## src/design/spq_pkg.sv

```systemverilog
// Shared types and codes of the sorted priority queue.
`default_nettype none

package spq_pkg;

  // Operation carried on s_axis_tuser
  localparam logic ACT_INSERT = 1'b0;
  localparam logic ACT_REMOVE = 1'b1;

  // Broadcast control from the top level to every cell
  typedef struct packed {
    logic do_insert;
    logic do_remove;
  } cell_ctrl_t;

endpackage

`default_nettype wire

```

## src/design/spq_cell.sv

```systemverilog
// One cell of the queue chain: holds one entry, shifts toward either neighbor.
`default_nettype none

module spq_cell
  import spq_pkg::*;
#(
  parameter int KEY_BITS = 16,
  parameter int TAG_BITS = 8
) (
  input  logic                clk_i,
  input  cell_ctrl_t          ctrl_i,
  input  logic [KEY_BITS-1:0] new_key_i,
  input  logic [TAG_BITS-1:0] new_tag_i,
  input  logic                occ_i,       // this cell holds an entry
  input  logic                prev_lt_i,   // lower neighbor keeps its entry
  input  logic [KEY_BITS-1:0] prev_key_i,
  input  logic [TAG_BITS-1:0] prev_tag_i,
  input  logic [KEY_BITS-1:0] next_key_i,
  input  logic [TAG_BITS-1:0] next_tag_i,
  output logic                lt_o,
  output logic [KEY_BITS-1:0] key_o,
  output logic [TAG_BITS-1:0] tag_o,
  output logic [KEY_BITS-1:0] key_d_o,
  output logic [TAG_BITS-1:0] tag_d_o
);

  logic [KEY_BITS-1:0] key_q, key_d;
  logic [TAG_BITS-1:0] tag_q, tag_d;

  // strictly smaller keys stay ahead of a new entry
  assign lt_o = occ_i && (key_q < new_key_i);

  always_comb begin
    key_d = key_q;
    tag_d = tag_q;
    if (ctrl_i.do_insert) begin
      if (!lt_o) begin
        if (prev_lt_i) begin
          key_d = new_key_i;
          tag_d = new_tag_i;
        end else begin
          key_d = prev_key_i;
          tag_d = prev_tag_i;
        end
      end
    end else if (ctrl_i.do_remove) begin
      key_d = next_key_i;
      tag_d = next_tag_i;
    end
  end

  always_ff @(posedge clk_i) begin
    key_q <= key_d;
    tag_q <= tag_d;
  end

  assign key_o   = key_q;
  assign tag_o   = tag_q;
  assign key_d_o = key_d;
  assign tag_d_o = tag_d;

endmodule

`default_nettype wire

```

## config.mk

```make
export PLATFORM = sky130hd
export DESIGN_NAME = spq_cell
export DESIGN_NICKNAME = d
export VERILOG_FILES = /design/src/design/spq_pkg.sv /design/src/design/spq_cell.sv
export SDC_FILE = /design/constraint.sdc
export NUM_CORES = 1
export LEC_CHECK = 0
export ABC_CLOCK_PERIOD_IN_PS = 4500
export BUFFER_PORTS_ARGS = -buffer_cell sky130_fd_sc_hd__buf_2
export CAP_MARGIN = 10
export CORE_MARGIN = 3
export CORE_UTILIZATION = 49
export CTS_CLUSTER_SIZE = 10
export DETAILED_ROUTE_END_ITERATION = 8
export GPL_ROUTABILITY_DRIVEN = 0
export HOLD_SLACK_MARGIN = 0.06
export PLACE_DENSITY = 0.87
export SLEW_MARGIN = 20
export SYNTH_ARGS = -nofsm -noshare
export SYNTH_HDL_FRONTEND = slang
export SYNTH_SLANG_ARGS = --single-unit
```

## constraint.sdc

```tcl
create_clock -name clk_i -period 4.5 [get_ports clk_i]
set_clock_uncertainty 0.2 [all_clocks]
set_input_delay 0.225 -clock clk_i [delete_from_list [all_inputs] [get_ports clk_i]]
set_output_delay 0.225 -clock clk_i [all_outputs]
set_load 0.05 [all_outputs]
```

==> run summary <==
Design Power - 1.09 mW
TNS Setup - 0 ns
endpoints failing hold - 0
Synth Net Count - 340
Seq cells post-synth - 24
Core ar. - 4440 sq um
CTS Root Cell - clkbuf_8
CP endpoint kind - primary output
die area - 5550 sq um
buffers and inverters on the worst path - 2
Synth Area in Simple Gates - 18.2%
synthesized area - 2300 sq um
vias - 2364
# DRC - 0
DIE WIDTH - 74.5 microns
maximum vdd drop - 0.287 mV
Yosys warnings - 0
vias in the first global route - 2241
minimum clock period after layout - 3.41 ns
Core Util, Final - 66.2%
# nets final - 449
Synth-to-Final Area Change - 28.1%
fmax - 294 MHz
Slew @ Worst Pin - 0.848 ns
cells along the critical path - ha_1 > a211oi_2 > nor2_1 > nor3b_4 > buf_4 > nand3_4 > a31oi_1 > buf_2
Reg area - 480 sq um
Filler Cell Count - 364
Worst Hold Depth - 3
final WL - 6590 microns
adder-cell share of the synthesized area - 8.17%
Post-Synth XOR/XNOR Area - 0%
Avg Synthesized Cell Area - 9.27 sq um
post-cts resize count - 0
Hold-fix buffers, CTS - 0
maxcap violations - 0
Final Setup Violations - 0
Initial Utilization - 51.7%
post-synthesis mux area share - 10.5%
Initial DRT Pass Iterations - 4
GRT Overall Usage - 23.0%
RSZ-0062 raised after global routing - false
clk_lat worst skew - 0.27 ns
diode count - 0
final cycle utilization of the critical path - 75.7%
layout cell share with drive strength beyond 1 - 44.7%
CTS Buffer Depth - 2
Slew Limit Fails - 0
DRT iter0 DRCs - 96
Die Y - 74.5 microns
largest family of logic cells by synthesized area - compound AO/OA/AOI/OAI gates
Yosys cell types - 33
I/O Buffers - 125
Clock transition at path regs - 0.09 ns
Critical Path RT - 4.07 ns
CP max-delay cell - nor3b_4
Leakage - 1.53 nW
cell family with most CP delay - simple AND/OR/NAND/NOR gates
global-route wire length before repair - 10300 microns
area of the multi-input gates - 1630 sq um
GRT Residual Overflow - 0
post-synthesis compound-gate area fraction - 34.1%
status - finished, final reports clean
crit path launch type - flip-flop
Worst path depth - 8
clk sinks - 24
io pins - 126
Avg WL per Cell - 16.1 microns
CP Max Fanout - 24
Hold Crit Class - in -> reg
cell area power density - 370 nW/um^2
Routed Antenna Nets - 0
sequential element share of the synthesized area - 20.9%
slowest stage delay, CP - 0.40 ns
CTS tree - done
Rows - 24
Num CTS Buffers - 3
Max-slew headroom - 43.5%
reg2reg path depth - 8
Data arrival, critical path - 2.98 ns
Critical Setup Path Class - reg -> out
vias per cell - 5.79
dpl hpwl - 5010 microns
Syn Inst Count - 248
CTS H-tree depth - 1
largest net degree at the start of global routing - 50
Post-CTS Setup Inserts - 0
initial antenna violation count - 0
[cells in the mapped netlist]
cell type | n | area (sq um)
a41o_1 | 23 | 230
nor3b_4 | 1 | 18.8
a21oi_1 | 3 | 15.0
nand2b_1 | 1 | 6.26
buf_2 | 10 | 50.1
a211oi_2 | 1 | 12.5
a31oi_1 | 5 | 31.3
nand4_1 | 2 | 12.5
nor2_1 | 3 | 11.3
clkbuf_2 | 1 | 5.00
dfxtp_1 | 24 | 480
nor3_1 | 1 | 5.00
a41oi_1 | 1 | 8.76
o21ai_0 | 4 | 20.0
o211ai_1 | 1 | 7.51
buf_1 | 1 | 3.75
a211oi_1 | 23 | 173
buf_4 | 1 | 7.51
nand2_1 | 1 | 3.75
nand4b_4 | 1 | 23.8
nand3_1 | 2 | 10.0
and4_1 | 1 | 8.76
ha_1 | 15 | 188
a2111oi_4 | 1 | 27.5
buf_6 | 2 | 22.5
nor2b_1 | 46 | 288
nand3_4 | 1 | 17.5
inv_1 | 17 | 63.8
nand2b_4 | 1 | 13.8
mux2i_1 | 24 | 240
clkbuf_1 | 9 | 33.8
o21ai_2 | 1 | 8.76
a31oi_2 | 20 | 250
[through the flow]
stage,cell area (sq um),hold WS [ns],cells,worst slack (ns)
4_1_cts,2940,0.111,408,1.08
2_1_floorplan,2300,0.477,248,1.32
6_report,2940,0.117,408,1.09
5_1_grt,2940,0.112,408,0.870
3_5_place_dp,2890,0.342,404,1.36
3_3_place_gp,2890,0.324,404,1.47
[flip-flops by register name, summed over array words and instances (netlist names)]
| register | flops |
|---|---|
| key_o | 16 |
| tag_o | 8 |
[report_power, final]
part	total, mW	switching (mW)	internal, mW	leakage, nW
Clock	0.152	0.0737	0.0782	0.0288
Sequential	0.285	0.0349	0.251	0.202
Combinational	0.652	0.455	0.197	1.30
[placed cells by master, fill, tap and decap left out]
| cell | synthesis | final |
|---|---|---|
| nand3_4 | 1 | 1 |
| o211ai_1 | 1 | 1 |
| nand2b_1 | 1 | 1 |
| a211oi_1 | 23 | 23 |
| inv_1 | 17 | 17 |
| nand2b_4 | 1 | 1 |
| nor2_1 | 3 | 3 |
| nand4b_4 | 1 | 1 |
| clkbuf_8 | 0 | 4 |
| buf_2 | 10 | 125 |
| a211oi_2 | 1 | 1 |
| o21ai_0 | 4 | 4 |
| o21ai_2 | 1 | 1 |
| a41o_1 | 23 | 23 |
| and4_1 | 1 | 1 |
| a21oi_1 | 3 | 3 |
| a41oi_1 | 1 | 1 |
| a2111oi_4 | 1 | 1 |
| nand3_1 | 2 | 2 |
| a31oi_1 | 5 | 5 |
| nand4_1 | 2 | 2 |
| dfxtp_1 | 24 | 24 |
| nor3_1 | 1 | 1 |
| nand2_1 | 1 | 1 |
| a31oi_2 | 20 | 20 |
| mux2i_1 | 24 | 24 |
| nor3b_4 | 1 | 1 |
| buf_4 | 1 | 3 |
| ha_1 | 15 | 15 |
| nor2b_1 | 46 | 46 |
[final cells by class]
| class | count | share of cell area, % |
|---|---|---|
| clock buffers | 4 | 1.87 |
| inverters | 17 | 2.17 |
| multi-input cells | 183 | 55.4 |
| flip-flops and latches | 24 | 16.3 |
| well taps | 52 | 2.21 |
| repair buffers | 128 | 22.0 |
[layer usage]
| metal | vias to the layer above | wire length, microns | GRT usage (%) |
|---|---|---|---|
| li1 | 1171 | - | - |
| met1 | 1115 | 2740 | 28.0 |
| met2 | 68 | 3460 | 43.3 |
| met3 | 10 | 301 | 2.84 |
| met4 | 0 | 89 | 4.15 |
| met5 | - | 0 | 0 |
[final timing paths]
kind,startpoint,to,slack (ns)
max,key_o[13]$_DFF_P_,key_d_o[15],1.09
min,prev_tag_i[6],tag_o[6]$_DFF_P_,0.12
max reg2reg,key_o[13]$_DFF_P_,key_o[14]$_DFF_P_,1.79
min reg2reg,key_o[14]$_DFF_P_,key_o[14]$_DFF_P_,0.36
[kinds of logic (layout without fill, tap and decap cells)]
group                    after synthesis  count (layout)
AO/OA/AOI/OAI                         83              83
adder cells (fa/ha/maj)               15              15
buffers and inverters                 41             149
flip-flops                            24              24
multiplexers                          24              24
AND/OR/NAND/NOR                       61              61
[worst register-to-register path: stages, from the launching register on]
cell      delay (ns)
dfxtp_1         0.39
ha_1            0.27
a211oi_2        0.19
nor2_1          0.10
nor3b_4         0.40
buf_4           0.32
nand3_4         0.37
inv_1           0.18
a31oi_1         0.13
Power figures use the tool's default switching activity.
